<file path="config.mk">
export PLATFORM = sky130hd
export DESIGN_NAME = tick_rate_fraction_reducer_flat
export DESIGN_NICKNAME = d
export VERILOG_FILES = /design/src/trfr_pkg.sv /design/src/trfr_in_if.sv /design/src/trfr_out_if.sv /design/src/trfr_div.sv /design/src/trfr_dp.sv /design/src/trfr_ctrl.sv /design/src/tick_rate_fraction_reducer.sv /design/src/flat_wrapper.sv
export SDC_FILE = /design/constraint.sdc
export NUM_CORES = 1
export LEC_CHECK = 0
export BUFFER_PORTS_ARGS = -buffer_cell sky130_fd_sc_hd__buf_2
export CAP_MARGIN = 20
export CORE_UTILIZATION = 30
export DETAILED_ROUTE_END_ITERATION = 8
export GPL_ROUTABILITY_DRIVEN = 0
export HOLD_SLACK_MARGIN = 0.02
export PLACE_DENSITY_LB_ADDON = 0.1
export SLEW_MARGIN = 20
export SYNTH_ARGS = -nofsm -noshare
export SYNTH_HDL_FRONTEND = slang
export SYNTH_SLANG_ARGS = --single-unit
export TNS_END_PERCENT = 30
</file>
<file path="constraint.sdc">
create_clock -name clk -period 28.8 [get_ports clk]
set_input_delay 1.44 -clock clk [delete_from_list [all_inputs] [get_ports clk]]
set_output_delay 1.44 -clock clk [all_outputs]
set_load 0.02 [all_outputs]
</file>
<file path="src/trfr_pkg.sv">
`timescale 1ns / 1ps

package trfr_pkg;

  // Field widths of the transfer payloads
  localparam int TICK_W      = 31;
  localparam int WRAP_W      = 31;
  localparam int NUMER_W     = 31;
  localparam int NS_DENOM_W  = 30;
  localparam int US_DENOM_W  = 20;
  localparam int MS_DENOM_W  = 10;
  localparam int LIMIT_W     = 64;

  // Widest denominator, used for the per-unit store
  localparam int DENOM_W     = NS_DENOM_W;

  // Default number of rate bits taken from the input
  localparam int RATE_BITS_DEF = 31;

  // Unit slots
  typedef logic [1:0] unit_t;
  localparam unit_t UNIT_NS   = 2'd0;
  localparam unit_t UNIT_US   = 2'd1;
  localparam unit_t UNIT_MS   = 2'd2;
  localparam unit_t UNIT_LAST = UNIT_MS;
  localparam int    UNITS     = 3;

  // Divider operations run by the datapath
  typedef enum logic [1:0] {
    OP_GCD,
    OP_NUMER,
    OP_DENOM,
    OP_LIMIT
  } op_t;

  // Controller states
  typedef enum logic [2:0] {
    ST_IDLE,
    ST_CHECK,
    ST_GCD_INIT,
    ST_GCD_TEST,
    ST_RUN,
    ST_WAIT,
    ST_PUBLISH
  } state_t;

  // Commands from controller to datapath
  typedef struct packed {
    logic  load;
    logic  zero_fill;
    logic  gcd_init;
    logic  start;
    logic  publish;
    op_t   op;
    unit_t unit;
  } cmd_t;

  // Status from datapath to controller
  typedef struct packed {
    logic rate_zero;
    logic y_zero;
    logic div_done;
  } status_t;

  // Result payload
  typedef struct packed {
    logic [WRAP_W-1:0]     wrap_mask;
    logic [NUMER_W-1:0]    ns_numer;
    logic [NS_DENOM_W-1:0] ns_denom;
    logic [LIMIT_W-1:0]    ns_limit;
    logic [NUMER_W-1:0]    us_numer;
    logic [US_DENOM_W-1:0] us_denom;
    logic [LIMIT_W-1:0]    us_limit;
    logic [NUMER_W-1:0]    ms_numer;
    logic [MS_DENOM_W-1:0] ms_denom;
    logic [LIMIT_W-1:0]    ms_limit;
  } rsp_t;

  // Units per second for each slot
  function automatic logic [DENOM_W-1:0] per_sec(input unit_t unit);
    logic [DENOM_W-1:0] v;
    unique case (unit)
      UNIT_NS: v = DENOM_W'(1000000000);
      UNIT_US: v = DENOM_W'(1000000);
      UNIT_MS: v = DENOM_W'(1000);
      default: v = DENOM_W'(1000);
    endcase
    return v;
  endfunction

endpackage

</file>
<file path="src/trfr_in_if.sv">
`timescale 1ns / 1ps

interface trfr_in_if;
  import trfr_pkg::*;

  logic              valid;
  logic              ready;
  logic [TICK_W-1:0] tick_rate;

  modport source (output valid, output tick_rate, input ready);
  modport sink   (input valid, input tick_rate, output ready);
endinterface

</file>
<file path="src/trfr_out_if.sv">
`timescale 1ns / 1ps

interface trfr_out_if;
  import trfr_pkg::*;

  logic                  valid;
  logic                  ready;
  logic [WRAP_W-1:0]     wrap_mask;
  logic [NUMER_W-1:0]    ns_numer;
  logic [NS_DENOM_W-1:0] ns_denom;
  logic [LIMIT_W-1:0]    ns_limit;
  logic [NUMER_W-1:0]    us_numer;
  logic [US_DENOM_W-1:0] us_denom;
  logic [LIMIT_W-1:0]    us_limit;
  logic [NUMER_W-1:0]    ms_numer;
  logic [MS_DENOM_W-1:0] ms_denom;
  logic [LIMIT_W-1:0]    ms_limit;

  modport source (
    output valid, output wrap_mask,
    output ns_numer, output ns_denom, output ns_limit,
    output us_numer, output us_denom, output us_limit,
    output ms_numer, output ms_denom, output ms_limit,
    input ready
  );
  modport sink (
    input valid, input wrap_mask,
    input ns_numer, input ns_denom, input ns_limit,
    input us_numer, input us_denom, input us_limit,
    input ms_numer, input ms_denom, input ms_limit,
    output ready
  );
endinterface

</file>
<file path="src/trfr_div.sv">
`timescale 1ns / 1ps

// Restoring divider, one quotient bit per cycle. Short mode runs DW steps on
// a dividend below 2^DW; long mode runs the full 64-bit dividend.
module trfr_div #(
  parameter int DW = 31
) (
  input  logic                         clk,
  input  logic                         rst,
  input  logic                         start,
  input  logic                         long_mode,
  input  logic [trfr_pkg::LIMIT_W-1:0] dividend,
  input  logic [DW-1:0]                divisor,
  output logic                         done,
  output logic [trfr_pkg::LIMIT_W-1:0] quot,
  output logic [DW-1:0]                rem
);
  import trfr_pkg::*;

  localparam int QW    = LIMIT_W;
  localparam int SHIFT = QW - DW;
  localparam int CNT_W = $clog2(QW + 1);

  logic             busy;
  logic [CNT_W-1:0] cnt;
  logic [QW-1:0]    q;
  logic [DW-1:0]    r;
  logic [DW-1:0]    d;

  logic [DW:0] r2;
  logic [DW:0] diff;
  logic        ge;

  // Trial subtract of the shifted partial remainder
  always_comb begin
    r2   = {r, q[QW-1]};
    diff = r2 - {1'b0, d};
    ge   = (r2 >= {1'b0, d});
  end

  // Load operands, then advance one bit a cycle
  always_ff @(posedge clk) begin
    if (rst) begin
      busy <= 1'b0;
      done <= 1'b0;
    end else begin
      done <= 1'b0;
      if (start) begin
        busy <= 1'b1;
        cnt  <= long_mode ? CNT_W'(QW) : CNT_W'(DW);
        q    <= long_mode ? dividend : (dividend << SHIFT);
        r    <= '0;
        d    <= divisor;
      end else if (busy) begin
        q   <= {q[QW-2:0], ge};
        r   <= ge ? diff[DW-1:0] : r2[DW-1:0];
        cnt <= cnt - CNT_W'(1);
        if (cnt == CNT_W'(1)) begin
          busy <= 1'b0;
          done <= 1'b1;
        end
      end
    end
  end

  assign quot = q;
  assign rem  = r;

endmodule

</file>
<file path="src/trfr_dp.sv">
`timescale 1ns / 1ps

module trfr_dp #(
  parameter int RATE_BITS = trfr_pkg::RATE_BITS_DEF
) (
  input  logic                        clk,
  input  logic [trfr_pkg::TICK_W-1:0] tick_rate,
  input  trfr_pkg::cmd_t              cmd,
  output trfr_pkg::status_t           status,
  output trfr_pkg::rsp_t              payload
);
  import trfr_pkg::*;

  // GCD operands hold the rate or the largest units-per-second constant
  localparam int DW = (RATE_BITS > DENOM_W) ? RATE_BITS : DENOM_W;

  logic [RATE_BITS-1:0] rate;
  logic [RATE_BITS-1:0] mask;
  logic [DW-1:0]        x;
  logic [DW-1:0]        y;
  logic [RATE_BITS-1:0] numer [UNITS];
  logic [DENOM_W-1:0]   denom [UNITS];
  logic [LIMIT_W-1:0]   limit [UNITS];
  rsp_t                 pl;

  logic [RATE_BITS-1:0] rate_in;
  logic [RATE_BITS-1:0] mask_next;

  logic               div_long;
  logic [LIMIT_W-1:0] div_dividend;
  logic [DW-1:0]      div_divisor;
  logic               div_done;
  logic [LIMIT_W-1:0] div_quot;
  logic [DW-1:0]      div_rem;

  // Smear the bits below the top set bit of rate-1 to get the wrap mask
  always_comb begin
    logic [RATE_BITS-1:0] m;
    rate_in = RATE_BITS'(tick_rate);
    m       = rate_in - RATE_BITS'(1);
    for (int s = 1; s < RATE_BITS; s = s * 2) begin
      m = m | (m >> s);
    end
    mask_next = (rate_in == '0) ? '0 : m;
  end

  // Select divider operands for the running operation
  always_comb begin
    div_long     = 1'b0;
    div_dividend = LIMIT_W'(x);
    div_divisor  = y;
    unique case (cmd.op)
      OP_GCD: begin
        div_dividend = LIMIT_W'(x);
        div_divisor  = y;
      end
      OP_NUMER: begin
        div_dividend = LIMIT_W'(rate);
        div_divisor  = x;
      end
      OP_DENOM: begin
        div_dividend = LIMIT_W'(per_sec(cmd.unit));
        div_divisor  = x;
      end
      OP_LIMIT: begin
        div_long     = 1'b1;
        div_dividend = '1;
        div_divisor  = DW'(numer[cmd.unit]);
      end
    endcase
  end

  trfr_div #(
    .DW (DW)
  ) u_div (
    .clk       (clk),
    .rst       (1'b0),
    .start     (cmd.start),
    .long_mode (div_long),
    .dividend  (div_dividend),
    .divisor   (div_divisor),
    .done      (div_done),
    .quot      (div_quot),
    .rem       (div_rem)
  );

  // Working registers: capture, reduce, store per-unit results
  always_ff @(posedge clk) begin
    if (cmd.load) begin
      rate <= rate_in;
      mask <= mask_next;
    end
    if (cmd.gcd_init) begin
      x <= DW'(rate);
      y <= DW'(per_sec(cmd.unit));
    end
    if (cmd.zero_fill) begin
      for (int i = 0; i < UNITS; i++) begin
        numer[i] <= '0;
        denom[i] <= DENOM_W'(1);
        limit[i] <= '1;
      end
    end
    if (div_done) begin
      unique case (cmd.op)
        OP_GCD: begin
          x <= y;
          y <= div_rem;
        end
        OP_NUMER: numer[cmd.unit] <= RATE_BITS'(div_quot);
        OP_DENOM: denom[cmd.unit] <= DENOM_W'(div_quot);
        OP_LIMIT: limit[cmd.unit] <= div_quot;
      endcase
    end
  end

  // Output register: hold the finished result until transferred
  always_ff @(posedge clk) begin
    if (cmd.publish) begin
      pl.wrap_mask <= WRAP_W'(mask);
      pl.ns_numer  <= NUMER_W'(numer[UNIT_NS]);
      pl.ns_denom  <= NS_DENOM_W'(denom[UNIT_NS]);
      pl.ns_limit  <= limit[UNIT_NS];
      pl.us_numer  <= NUMER_W'(numer[UNIT_US]);
      pl.us_denom  <= US_DENOM_W'(denom[UNIT_US]);
      pl.us_limit  <= limit[UNIT_US];
      pl.ms_numer  <= NUMER_W'(numer[UNIT_MS]);
      pl.ms_denom  <= MS_DENOM_W'(denom[UNIT_MS]);
      pl.ms_limit  <= limit[UNIT_MS];
    end
  end

  assign status.rate_zero = (rate == '0);
  assign status.y_zero    = (y == '0);
  assign status.div_done  = div_done;
  assign payload          = pl;

endmodule

</file>
<file path="src/trfr_ctrl.sv">
`timescale 1ns / 1ps

module trfr_ctrl (
  input  logic              clk,
  input  logic              rst,
  input  logic              in_valid,
  output logic              in_ready,
  output logic              out_valid,
  input  logic              out_ready,
  input  trfr_pkg::status_t status,
  output trfr_pkg::cmd_t    cmd
);
  import trfr_pkg::*;

  state_t state, state_next;
  op_t    op, op_next;
  unit_t  unit, unit_next;
  logic   out_valid_next;
  logic   out_valid_r;

  // State and control registers
  always_ff @(posedge clk) begin
    if (rst) begin
      state       <= ST_IDLE;
      op          <= OP_GCD;
      unit        <= UNIT_NS;
      out_valid_r <= 1'b0;
    end else begin
      state       <= state_next;
      op          <= op_next;
      unit        <= unit_next;
      out_valid_r <= out_valid_next;
    end
  end

  // Sequence the reduction of each unit in turn
  always_comb begin
    state_next     = state;
    op_next        = op;
    unit_next      = unit;
    out_valid_next = out_valid_r && !out_ready;
    in_ready       = 1'b0;
    cmd            = '0;
    cmd.op         = op;
    cmd.unit       = unit;
    unique case (state)
      ST_IDLE: begin
        in_ready = 1'b1;
        if (in_valid) begin
          cmd.load   = 1'b1;
          state_next = ST_CHECK;
        end
      end
      ST_CHECK: begin
        if (status.rate_zero) begin
          cmd.zero_fill = 1'b1;
          state_next    = ST_PUBLISH;
        end else begin
          unit_next  = UNIT_NS;
          state_next = ST_GCD_INIT;
        end
      end
      ST_GCD_INIT: begin
        cmd.gcd_init = 1'b1;
        state_next   = ST_GCD_TEST;
      end
      ST_GCD_TEST: begin
        op_next    = status.y_zero ? OP_NUMER : OP_GCD;
        state_next = ST_RUN;
      end
      ST_RUN: begin
        cmd.start  = 1'b1;
        state_next = ST_WAIT;
      end
      ST_WAIT: begin
        if (status.div_done) begin
          unique case (op)
            OP_GCD:   state_next = ST_GCD_TEST;
            OP_NUMER: begin
              op_next    = OP_DENOM;
              state_next = ST_RUN;
            end
            OP_DENOM: begin
              op_next    = OP_LIMIT;
              state_next = ST_RUN;
            end
            OP_LIMIT: begin
              if (unit == UNIT_LAST) begin
                state_next = ST_PUBLISH;
              end else begin
                unit_next  = unit_t'(unit + unit_t'(1));
                state_next = ST_GCD_INIT;
              end
            end
          endcase
        end
      end
      ST_PUBLISH: begin
        if (!out_valid_r || out_ready) begin
          cmd.publish    = 1'b1;
          out_valid_next = 1'b1;
          state_next     = ST_IDLE;
        end
      end
      default: state_next = ST_IDLE;
    endcase
  end

  assign out_valid = out_valid_r;

endmodule

</file>
<file path="src/tick_rate_fraction_reducer.sv">
`timescale 1ns / 1ps

// Tick rate fraction reducer: takes one tick rate per transfer and returns the
// wrap mask plus, for nanoseconds, microseconds and milliseconds, the rate
// over units-per-second reduced by a Euclidean GCD and the 64-bit overflow
// limit all-ones / numerator. One item is worked at a time on a single shared
// restoring divider that yields one quotient bit per cycle, with DW = the
// larger of RATE_BITS and 30; each item is captured, checked and published,
// and a zero rate skips the reduction. A new rate is accepted while the
// previous result still waits in the output register.
module tick_rate_fraction_reducer #(
  parameter int RATE_BITS = trfr_pkg::RATE_BITS_DEF
) (
  input  logic       clk,
  input  logic       rst,
  trfr_in_if.sink    req,
  trfr_out_if.source rsp
);
  import trfr_pkg::*;

  cmd_t    cmd;
  status_t status;
  rsp_t    payload;

  trfr_ctrl u_ctrl (
    .clk       (clk),
    .rst       (rst),
    .in_valid  (req.valid),
    .in_ready  (req.ready),
    .out_valid (rsp.valid),
    .out_ready (rsp.ready),
    .status    (status),
    .cmd       (cmd)
  );

  trfr_dp #(
    .RATE_BITS (RATE_BITS)
  ) u_dp (
    .clk       (clk),
    .tick_rate (req.tick_rate),
    .cmd       (cmd),
    .status    (status),
    .payload   (payload)
  );

  // Drive the result payload onto the output channel
  assign rsp.wrap_mask = payload.wrap_mask;
  assign rsp.ns_numer  = payload.ns_numer;
  assign rsp.ns_denom  = payload.ns_denom;
  assign rsp.ns_limit  = payload.ns_limit;
  assign rsp.us_numer  = payload.us_numer;
  assign rsp.us_denom  = payload.us_denom;
  assign rsp.us_limit  = payload.us_limit;
  assign rsp.ms_numer  = payload.ms_numer;
  assign rsp.ms_denom  = payload.ms_denom;
  assign rsp.ms_limit  = payload.ms_limit;

endmodule

</file>
<file path="src/flat_wrapper.sv">
// flat-port wrapper written by rule: the top's interface ports become plain ports
module tick_rate_fraction_reducer_flat import trfr_pkg::*;
#(
  parameter int RATE_BITS = trfr_pkg::RATE_BITS_DEF
)
  (clk, rst, req_valid, req_tick_rate, req_ready, rsp_valid, rsp_wrap_mask, rsp_ns_numer, rsp_ns_denom, rsp_ns_limit, rsp_us_numer, rsp_us_denom, rsp_us_limit, rsp_ms_numer, rsp_ms_denom, rsp_ms_limit, rsp_ready);
  trfr_in_if req_i ();
  trfr_out_if rsp_i ();
  input  logic clk;
  input  logic rst;
  input wire logic [$bits(req_i.valid)-1:0] req_valid;
  input wire logic [$bits(req_i.tick_rate)-1:0] req_tick_rate;
  output wire logic [$bits(req_i.ready)-1:0] req_ready;
  output wire logic [$bits(rsp_i.valid)-1:0] rsp_valid;
  output wire logic [$bits(rsp_i.wrap_mask)-1:0] rsp_wrap_mask;
  output wire logic [$bits(rsp_i.ns_numer)-1:0] rsp_ns_numer;
  output wire logic [$bits(rsp_i.ns_denom)-1:0] rsp_ns_denom;
  output wire logic [$bits(rsp_i.ns_limit)-1:0] rsp_ns_limit;
  output wire logic [$bits(rsp_i.us_numer)-1:0] rsp_us_numer;
  output wire logic [$bits(rsp_i.us_denom)-1:0] rsp_us_denom;
  output wire logic [$bits(rsp_i.us_limit)-1:0] rsp_us_limit;
  output wire logic [$bits(rsp_i.ms_numer)-1:0] rsp_ms_numer;
  output wire logic [$bits(rsp_i.ms_denom)-1:0] rsp_ms_denom;
  output wire logic [$bits(rsp_i.ms_limit)-1:0] rsp_ms_limit;
  input wire logic [$bits(rsp_i.ready)-1:0] rsp_ready;
  assign req_i.valid = req_valid;
  assign req_i.tick_rate = req_tick_rate;
  assign req_ready = req_i.ready;
  assign rsp_valid = rsp_i.valid;
  assign rsp_wrap_mask = rsp_i.wrap_mask;
  assign rsp_ns_numer = rsp_i.ns_numer;
  assign rsp_ns_denom = rsp_i.ns_denom;
  assign rsp_ns_limit = rsp_i.ns_limit;
  assign rsp_us_numer = rsp_i.us_numer;
  assign rsp_us_denom = rsp_i.us_denom;
  assign rsp_us_limit = rsp_i.us_limit;
  assign rsp_ms_numer = rsp_i.ms_numer;
  assign rsp_ms_denom = rsp_i.ms_denom;
  assign rsp_ms_limit = rsp_i.ms_limit;
  assign rsp_i.ready = rsp_ready;
  tick_rate_fraction_reducer #(.RATE_BITS(RATE_BITS)) u_core (.clk(clk), .rst(rst), .req(req_i), .rsp(rsp_i));
endmodule
</file>
# Word level (Yosys, flattened, before mapping)
# Memory sizes are Yosys's and may differ from the RTL's. A register that Yosys moved wholly into a read port is not among the register bits.
# Index checks and enable logic that the tools add are counted.
word_totals:
  ff_bits: 298
  ramBits: 375
  inputBits: 35
  output_inout_bits: 378
  word_cells: 125
  n_memories: 3
memory_table:
  columns: ["name", "words", "word_bits", "read_ports", "rd_ports_with_merged_regs", "wr", "line_no", "source"]
  rows:
  - ["u_core.u_dp.limit", 3, 64, 3, 3, 4, "trfr_dp.sv:23", "logic [LIMIT_W-1:0] limit [UNITS];"]
  - ["u_core.u_dp.numer", 3, 31, 4, 4, 4, "trfr_dp.sv:21", "logic [RATE_BITS-1:0] numer [UNITS];"]
  - ["u_core.u_dp.denom", 3, 30, 3, 3, 4, "trfr_dp.sv:22", "logic [DENOM_W-1:0] denom [UNITS];"]
classes:
  addsub: 4
  n_lt_le_gt_ge: 1
  n_eq_ne: 19
  muxes: 59
  n_bitwise: 6
  n_reduce_logical: 18
ops:
  columns: ["cell", "n"]
  rows:
  - ["one-hot mux 64 bit (4 select lines)", 1]
  - ["two-way mux 31 bit", 7]
  - ["two-way mux 64 bit", 3]
  - ["logical NOT 31 bit", 3]
  - ["one-hot mux 31 bit (3 select lines)", 1]
  - ["one-hot mux 30 bit (2 select lines)", 1]
  - ["greater-or-equal comparator 32 x 31 -> 1 bit", 1]
  - ["OR 31 x 15 -> 31 bit", 1]
  - ["OR 31 x 23 -> 31 bit", 1]
  - ["OR 31 x 27 -> 31 bit", 1]
  - ["OR 31 x 29 -> 31 bit", 1]
  - ["OR 31 x 30 -> 31 bit", 1]
  - ["subtractor 31 x 1 -> 31 bit (second input constant)", 1]
  - ["subtractor 31 bit", 1]
  - ["two-way mux 1 bit", 26]
  - ["two-way mux 7 bit", 3]
  - ["one-hot mux 3 bit (7 select lines)", 1]
  - ["two-way mux 3 bit", 5]
  - ["two-way mux 2 bit", 7]
  - ["inequality test 2 bit (second input constant)", 6]
  - ["one-hot mux 2 bit (2 select lines)", 3]
  - ["== test 3 bit (second input constant)", 3]
  - ["one-hot mux 3 bit (3 select lines)", 1]
  - ["== test 7 x 1 -> 1 bit (second input constant)", 1]
  - ["other kinds (17)", 27]

# Logic depth before layout (Yosys ltp)
# Gate-level depths: netlist of the first run.
logic_depth:
  depth_word: 7
  mapped_depth: 16
  ltp_nobuf: 14

# Cells and area by module
# A second synthesis of the first run with hierarchy kept.
hier_totals:
  cells_unflattened: 2778
  hier_area_um2: 40812.9
by_module_without_submodules:
  columns: ["mod", "n_inst", "cells_per_inst", "area_each_um2", "seq_area_each_um2"]
  rows:
  - ["trfr_dp", 1, 2023, 32768.9, 25684.6]
  - ["trfr_div", 1, 683, 7483.4, 4033.9]
  - ["trfr_ctrl", 1, 72, 560.5, 160.2]

# Worst setup path after synthesis of the first run
# Ideal clock, no wire load.
synth_path:
  path_kind: "in2reg"
  from: "input rsp_ready"
  to: "register rsp_ms_denom[0] (netlist name)"
  setup_time_ns: 1.162
  arrival_time_ns: 17.996
  required_ns: 27.638
  slack_ns: 9.642
  path_stages: 2
  path_buffers: 0
  path_cell_list: "nand2b_1 -> nor2b_1"
synth_lines:
  columns: ["item", "line_no", "source"]
  rows:
  - ["start, declared", "flat_wrapper.sv:25", "input wire logic [$bits(rsp_i.ready)-1:0] rsp_ready;"]

==> out/summary.txt, run 1 <==
WP data required = 29.13 ns
Hold Buf Count CTS = 0
Clk Latency, worst-skew pair = 0.73 ns
H-tree Lvls = 3
Synth area leaders = edfxtp_1 (69%), dfxtp_1 (5.3%), or2_2 (3.0%)
Die width = 367 um
Core area = 0.132 mm^2
Synth top area share = 0.687
Hold Path Cell Cnt = 0
Startpoint Class = primary input
R2R depth = 6
Peak VDD IR = 46.9 uV
Area leader, netlist = edfxtp_1
Pwr/cell area = 82.3 mW/mm^2
Delay-heaviest family, CP = buffers and inverters
RSZ-0062 raised after global routing = no
Fin Hold WS = 0.411 ns
Placed cell areas = 0.0440 mm^2
Final Cycle Share = 0.158
Worst-path clk slew = 0.06 ns
Fin Clk Skew = 0.0549 ns
# IOs = 413
Slowest-stage cell, CP = buf_4
Final setup fails = 0
1st-iter DRT viols = 1,843
Routed length per instance = 23.9 um
Minimum clock period = 4.54 ns
Asr flop ratio synth = 0
Input/output buffers = 412
Synth Warn # = 0
Register area share after synthesis = 0.740
Worst setup path category = in -> reg
Mean post-synth cell area = 14.3 um^2
Via-to-Cell Ratio = 4.75
Via Count = 24.0k
Largest net degree at the start of global routing = 144
Initial antenna violation count = 11
Nets@finish = 3,282
CP bufs+invs = 5
Fraction of layout cells with a size suffix above 1 = 0.264
Seq cells post-synth = 1,021
TNS Setup = 0 ns
Rows = 133
Most used cell, CP = buf_4
Fin. Hold Viols = 0
Cell Chain, Critical Path = buf_2, nand2b_1, nor2b_4, buf_4, buf_12, buf_4, buf_4
Post-Synthesis Cells = 2,797
Status = finished, final reports clean
Initial Utilization = 0.303
Synthesized Nets = 2,877
CTS root buf = clkbuf_16
Design area = 0.0476 mm^2
Grt total ovfl = 0
Final slew viol count = 0
Vias in the first global route = 24.1k
Most common cell in the netlist = edfxtp_1
Num CTS Buffers = 111
First-pass GRT wire length = 174 mm
Max Buffers Root-to-Sink = 3
Layout area overhead = 19.1%
Synth cell count leaders = edfxtp_1 (916), nand2_1 (243), or2_2 (193), o21ai_0 (177), a21oi_1 (173)
Worst Path Max Fanout = 143
TritonRoute pass-1 iters = 5
Max Freq = 220 MHz
Post-DRT Antenna Nets = 0
CP arrival = 4.87 ns
Die Height = 367 um
CP endpoint kind = register
Residual DRC count = 0
EDFF count, synth = 916
GRT Total Usage = 0.175
Total wire length = 121 mm
Ys flop type = edfxtp_1
Worst-Margin Slew = 1.04 ns
WP depth = 7
Cell leakage power = 0.0163 uW
Hold Crit Class = reg -> reg
Post_cts resized = 0
Die area = 0.135 mm^2
Total setup buffers inserted after CTS = 0
Unique masters post-synth = 67
Worst rel slew slack = 0.308
Post-DP HPWL = 82.9 mm
Mapped cell area = 0.0400 mm^2
CTS sink count = 1,021
Largest stage delay on the critical path = 0.91 ns
Max-cap viol count = 0
CTS tree = built
registers in the layout (all words and copies together) (netlist names), 60 cells and up, named ones only:
register,flops
u_core.u_dp.u_div.quot,64
rsp_ns_limit,64
rsp_ms_limit,64
u_core.u_dp.denom,60
rsp_us_limit,64
u_core.u_dp.numer,124
u_core.u_dp.limit,192
worst paths after layout:
kind                                               start          endpoint  slack [ns]
worst min register to register  u_core.u_dp.limit[0][34]  rsp_ns_limit[34]        0.41
worst max-delay path                           rsp_ready  rsp_ns_limit[59]       24.26
worst min-delay path            u_core.u_dp.limit[0][34]  rsp_ns_limit[34]        0.41
worst max register to register    u_core.u_ctrl.state[2]  rsp_ns_limit[59]       24.30
report_power, final:
part           internal, uW  switching [uW]  leakage (uW)
clock                   806             609       0.00176
combinational           198             293       0.00528
sequential             1770             250       0.00922
cell families (layout without fill, tap and decap cells):
family	Yosys count	count (layout)	synth area share
buf+inv	215	716	0.0207
mux	45	45	0.0210
fa+ha+maj	45	45	0.0143
flops	1021	1021	0.740
compound gates	529	529	0.0773
simple gates	896	896	0.117
xor+xnor	46	46	0.0101
other cells	0	4	0
routing by layer:
metal,share of wire,wire (um),track usage
met5,0.00018,22,0
met4,0.019,2270,0.0366
met1,0.45,54400,0.241
met2,0.48,57900,0.288
met3,0.050,6040,0.0304
final cells by class:
class / count / area [um^2]
diodes: 4 / 10.0
clock inverters: 78 / 741
well taps: 1755 / 2200
inverters: 61 / 229
flip-flops and latches: 1021 / 29600
multi-input cells: 1561 / 9660
repair buffers: 446 / 2330
fillers: 12800 / 84300
clock buffers: 131 / 2870
through the flow:
stage | cells | utilization | power, uW | setup WS [ns]
floorplan | 2797 | - | 2270 | 9.64
global placement | 4844 | 0.334 | 2530 | 23.60
detailed placement | 4844 | 0.334 | 2540 | 23.47
CTS | 5053 | 0.361 | 3970 | 24.24
global route | 5053 | 0.361 | 4100 | 23.91
finish | 5057 | 0.361 | 3920 | 24.26
layout by cell type (no fill, tap or decap), types with 29 or more instances in the layout:
cell         n
a21oi_1    173
clkbuf_16  111
o21ai_0    177
buf_4       33
ha_1        43
a22oi_1     32
mux4_2      31
dfxtp_1    103
and2_1     154
xnor2_1     29
nand2_1    234
or2_2      193
inv_1       57
buf_2      412
nor2_1     151
a31oi_1     42
edfxtp_1   916
(Power assumes the default switching activity.)
==> run 2: changes to the inputs <==
- ABC_AREA: not set -> 1
- clock period: 28.8 -> 4 ns (I/O delays scaled with it)
==> run 2 against run 1 <==
  * Die area about the same
  * Largest power group unchanged
  * Critical path depth increased by 8
  * Critical path type is now reg -> reg
  * Highest routed layer unchanged
  * Clock power grew to 7.3 times the previous value
  * Synthesized cell count up 17%
  * Critical endpoint is now u_core.u_dp.u_div.quot[0]
  * Clock skew decreased by 0.028 ns
==> out/summary.txt, run 2 <==
Die Height = 367 um
Most frequent cells in the layout = edfxtp_1 (916), nand2_1 (639), nor2_1 (433)
Status = finished, final reports clean
Final Cycle Share = 0.746
Setup crit start = u_core.u_dp.u_div.quot[63]
CP arrival = 3.45 ns
Total power = 29,800 uW
TritonRoute pass-1 iters = 5
Post-DP HPWL = 97.3 mm
Core Util, Final = 0.369
Synth Warn # = 0
CTS root buf = clkbuf_16
Area leader, netlist = edfxtp_1
Worst setup path category = reg -> reg
Ys flop type = edfxtp_1
CTS tree = built
Synth top area share = 0.687
Post-Synthesis Cells = 3,268
Synth cell count leaders = edfxtp_1 (916), nand2_1 (642), nor2_1 (438), inv_1 (272), o21ai_0 (181)
Via-to-Cell Ratio = 4.72
Nets@finish = 3,863
Fin Clk Skew = 0.0271 ns
Pre-CTS setup slack = 0.975 ns
Vias in the first global route = 26.0k
Peak VDD IR = 370 uV
Synth area leaders = edfxtp_1 (69%), nand2_1 (6.0%), dfxtp_1 (5.2%)
R2r setup slk = 1.02 ns
Mapped cell area = 0.0400 mm^2
Asr flop ratio synth = 0
Worst-Margin Slew = 1.04 ns
Cell leakage power = 0.0187 uW
Worst r2r src = u_core.u_dp.u_div.quot[63]
R2r endpoint = u_core.u_dp.u_div.quot[0]
Worst Path Max Fanout = 41
Max Buffers Root-to-Sink = 3
Largest net degree at the start of global routing = 95
Worst-path clk slew = 0.06 ns
Num CTS Buffers = 113
Die area = 0.135 mm^2
Rows = 133
Seq cells post-synth = 1,021
Startpoint Class = register
Final slew viol count = 0
Minimum clock period = 2.98 ns
# fillers = 13.1k
# IOs = 413
Fin. Hold Viols = 0
Hold Crit Class = in -> reg
# placed instances = 5,387
Biggest register = u_core.u_dp.limit
Post_cts resized = 0
Post-DRT Antenna Nets = 0
1st-iter DRT viols = 2,377
Fraction of layout cells with a size suffix above 1 = 0.183
Mean post-synth cell area = 12.3 um^2
Final WS setup = 1.02 ns
Worst rel slew slack = 0.296
Final setup fails = 0
Grt total ovfl = 0
First-pass GRT wire length = 191 mm
WP data required = 4.47 ns
Most common cell in the netlist = edfxtp_1
Layout area overhead = 21.4%
Hold Path Cell Cnt = 2
HP Start = req_tick_rate[1]
Clk Latency, worst-skew pair = 0.73 ns
Total wire length = 135 mm
Finished Layout Cells = 5,633
Worst Hold End = u_core.u_dp.rate[1]
Residual DRC count = 0
R2R depth = 15
Pwr/cell area = 613 mW/mm^2
GRT Total Usage = 0.196
EDFF count, synth = 916
CTS sink count = 1,021
Initial Utilization = 0.303
H-tree Lvls = 3
Via Count = 26.6k
RSZ-0062 raised after global routing = no
Commonest non-fill, non-tap cell in the layout = edfxtp_1
Max-cap viol count = 0
Storage cell area = 0.0296 mm^2
Biggest regs = u_core.u_dp.limit (192), u_core.u_dp.numer (124)
Input/output buffers = 412
Max reg flops = 192
Die width = 367 um
CP endpoint kind = register
Max Freq = 335 MHz
Unique masters post-synth = 43
Routed length per instance = 23.9 um
Synthesized Nets = 3,348
Initial antenna violation count = 4
Multi-input combinational cell area = 0.00892 mm^2
Register area share after synthesis = 0.739
Core area = 0.132 mm^2
## run 2: cell types whose count changed in the layout (fill, tap and decap cells not counted), sizes merged, moves of 41 or more
cell,delta
inv,+224
nand2,+408
or2,-188
and2,-157
nor2,+299
nand3,+74
buf,+47
a31oi,-41
## run 2: layout make-up
type,instances,share of cell area
inverters,301,0.0232
multi-input cells,1817,0.183
clock buffers,151,0.0634
repair buffers,529,0.0649
well taps,1755,0.0451
diodes,2,0.000103
clock inverters,57,0.0110
flip-flops and latches,1021,0.609
## run 2: how the worst max path moves through the flow
stage / depth (start not counted) / endpoint / slack [ns]
6_report: 15 / u_core.u_dp.u_div.quot[0] / 1.02
5_1_grt: 17 / u_core.u_dp.u_div.rem[22] / 0.67
4_1_cts: 15 / u_core.u_dp.u_div.quot[0] / 0.97
3_5_place_dp: 15 / u_core.u_dp.u_div.quot[0] / 0.97
3_3_place_gp: 17 / u_core.u_dp.u_div.rem[18] / 1.03
2_1_floorplan: 4 / rsp_ms_denom[0] / -3.16
## run 2: timing repair
action	in CTS	in global routing
hold endpoints to repair	42	0
buffers inserted	0	0
hold buffers	36	0
setup endpoints to repair	0	0
## run 2: cells by family (layout without fill, tap and decap cells)
logic type | count (synthesis) | in the layout | synth area share
xor+xnor | 36 | 36 | 0.00787
flops | 1021 | 1021 | 0.739
compound gates | 474 | 474 | 0.0692
other cells | 0 | 2 | 0
fa+ha+maj | 45 | 45 | 0.0142
simple gates | 1262 | 1262 | 0.129
buf+inv | 430 | 1038 | 0.0407
## run 2: stage by stage
| step | setup TNS, ns | hold WS [ns] | area (um^2) |
|---|---|---|---|
| after floorplan | -1660.09 | 0.299 | 40100 |
| after global placement | 0 | 0.400 | 44600 |
| after detailed placement | 0 | 0.405 | 44600 |
| after CTS | 0 | 0.204 | 48600 |
| after global routing | 0 | 0.248 | 48600 |
| final | 0 | 0.266 | 48600 |
## run 2: metal layers
layer  routed length [um]  up-vias  global-route usage
li1                     -    12400                   -
met1                57700    13100               0.258
met2                64500      899               0.323
met3                 8350      190              0.0417
met4                 4100        2              0.0629
met5                    7        -                   0
## run 2: power breakdown
group	switching [uW]	internal (uW)
Sequential	777	12700
Clock	4380	5930
Combinational	4350	1680
Total	9500	20300
## run 2: worst max-delay path: stages, from the launching register on
cell and delay (ns):
edfxtp_1 0.38, inv_1 0.13, ha_1 0.17, inv_1 0.07
fa_1 0.41, nand3_1 0.10, nand2_1 0.11, nand2_1 0.08
nand2_1 0.10, nand2_1 0.08, nand2_1 0.11, o21ai_1 0.15
nand2_1 0.08, buf_4 0.25, inv_1 0.37, o22ai_1 0.12
==> run 3: changes to the inputs <==
- clock period: 4 -> 2.7 ns (I/O delays scaled with it)
==> run 3 against run 2 <==
  * Critical path depth decreased by 5
  * Non-clock buffer count grew 72
  * Combinational power grew 59%
  * Final area increased by 2.1%
  * Clock skew grew 0.018 ns
  * Clock power rose by 51%
  * Maximum frequency increased by 19%
  * Cell count rose by 1.2%
  * Sequential power is 47% higher
==> out/summary.txt, run 3 (synthesis gave the netlist of run 2 again) <==
Worst Path Max Fanout = 7
Psw = 14,100 uW
Delay-heaviest family, CP = simple AND/OR/NAND/NOR gates
Core Util, Final = 0.376
Nets@finish = 3,935
Slowest-stage cell, CP = dlygate4sd3_1
Pwr/cell area = 907 mW/mm^2
Vias in the first global route = 26.0k
R2R depth = 10
Sequential share of power = 0.441
Clock Power Share = 0.346
Via Count = 26.7k
Cell internal pwr = 30,900 uW
Max-cap viol count = 0
CTS sink count = 1,021
Core area = 0.132 mm^2
Die area = 0.135 mm^2
Clk Latency, worst-skew pair = 0.74 ns
Peak VDD IR = 517 uV
Met3 Usage GRT = 0.0295
H-tree Lvls = 3
Final slew viol count = 0
# fillers = 12.9k
Final setup fails = 0
Antenna fix cells = 0
# IOs = 413
Minimum clock period = 2.51 ns
CP endpoint kind = register
Fin Clk Skew = 0.0455 ns
Worst rel slew slack = 0.439
Largest net degree at the start of global routing = 94
GR peak layer = met2
Max Buffers Root-to-Sink = 3
Cell Chain, Critical Path = nand2_1, nor2_1, inv_1, nor2_1, nor2_1, nand2_1, a21oi_1, nand2_1, a21oi_1, dlygate4sd3_1
1st-iter DRT viols = 2,622
Switching part of the total = 0.314
GRT Total Usage = 0.192
Worst-Margin Slew = 0.833 ns
Most frequent cells in the layout = edfxtp_1 (916), nand2_1 (638), nor2_1 (433)
Input/output buffers = 412
CTS tree = built
CP arrival = 3.13 ns
Worst setup path category = reg -> reg
Worst-path clk slew = 0.05 ns
Routing usage on met1 = 0.264
Initial Utilization = 0.303
Routed length per instance = 23.3 um
Post-DRT Antenna Nets = 0
Largest stage delay on the critical path = 0.56 ns
Fin Hold WS = 0.171 ns
Pre-CTS setup slack = 0.112 ns
Fraction of layout cells with a size suffix above 1 = 0.199
Fin. Hold Viols = 0
Biggest regs = u_core.u_dp.limit (192), u_core.u_dp.numer (124)
Max Freq = 399 MHz
CTS root buf = clkbuf_16
Post-DP HPWL = 96.5 mm
Cell leakage power = 0.0192 uW
Num CTS Buffers = 113
Total wire length = 133 mm
Die width = 367 um
Grt total ovfl = 0
Hold Crit Class = in -> reg
CP bufs+invs = 2
WP data required = 3.32 ns
WP depth = 10
Rows = 133
Global Route met2 Usage = 0.310
Commonest non-fill, non-tap cell in the layout = edfxtp_1
Die Height = 367 um
Layout area overhead = 24.0%
Storage cell area = 0.0296 mm^2
Status = finished, final reports clean
Final Cycle Share = 0.929
RSZ-0062 raised after global routing = no
Via-to-Cell Ratio = 4.68
Max reg flops = 192
TritonRoute pass-1 iters = 5
Startpoint Class = register
First-pass GRT wire length = 188 mm
Biggest register = u_core.u_dp.limit
Hold Path Cell Cnt = 2
Initial antenna violation count = 2
Residual DRC count = 0
Final WS setup = 0.191 ns
Comb pwr share = 0.212
Multi-input combinational cell area = 0.00891 mm^2
[run 3: stage by stage]
stage	cells	setup TNS, ns	instance area, um^2	total power (uW)
floorplan	3268	-2487.99	40100	25100
CTS	5700	0	49600	45400
global route	5703	0	49700	47100
finish	5703	0	49700	45000
detailed placement	5457	0	45500	29600
global placement	5457	0	45500	29700
[run 3: worst reg2reg max path, stage by stage, from the launching register on]
cell and delay [ns]:
dfxtp_1 0.48, nand2_1 0.16, nor2_1 0.37, inv_1 0.25, nor2_1 0.23, nor2_1 0.08, nand2_1 0.06, a21oi_1 0.06
nand2_1 0.09, a21oi_1 0.06, dlygate4sd3_1 0.56
[run 3: what timing repair did]
| item | in CTS | in global routing |
|---|---|---|
| endpoints found under the setup margin | 0 | 16 |
| endpoints found under the hold margin | 48 | 0 |
| setup buffers | 0 | 1 |
| hold buffers | 35 | 0 |
| gates resized for setup | 0 | 7 |
[run 3: worst paths after layout]
check | to | slack, ns | from
worst min register to register | rsp_ms_limit[53] | 0.39 | u_core.u_dp.limit[2][53]
worst min-delay path | u_core.u_dp.rate[0] | 0.17 | req_tick_rate[0]
worst max-delay path | u_core.u_ctrl.state[2] | 0.19 | u_core.u_ctrl.state[2]
worst max register to register | u_core.u_ctrl.state[2] | 0.19 | u_core.u_ctrl.state[2]
[run 3: area by class of cell]
class | instances | share of cell area
Timing Repair Buffer | 601 | 0.0816
Clock buffer | 144 | 0.0620
Inverter | 301 | 0.0227
Sequential cell | 1021 | 0.596
Multi-Input combinational cell | 1817 | 0.179
Tap cell | 1755 | 0.0442
Clock inverter | 64 | 0.0137
[run 3: per-layer routing]
metal	wire length, um	up-vias
met5	13	-
met4	3390	2
met3	6810	175
met2	62600	815
met1	60000	13100
li1	-	12600
[run 3: power by group through the flow]
stage	sequential [uW]	clock (uW)	combinational (uW)
global route	20000	16600	10500
finish	19900	15600	9560
detailed placement	20200	0	9450
floorplan	19800	0	5320
CTS	19900	16100	9520
global placement	20200	0	9520
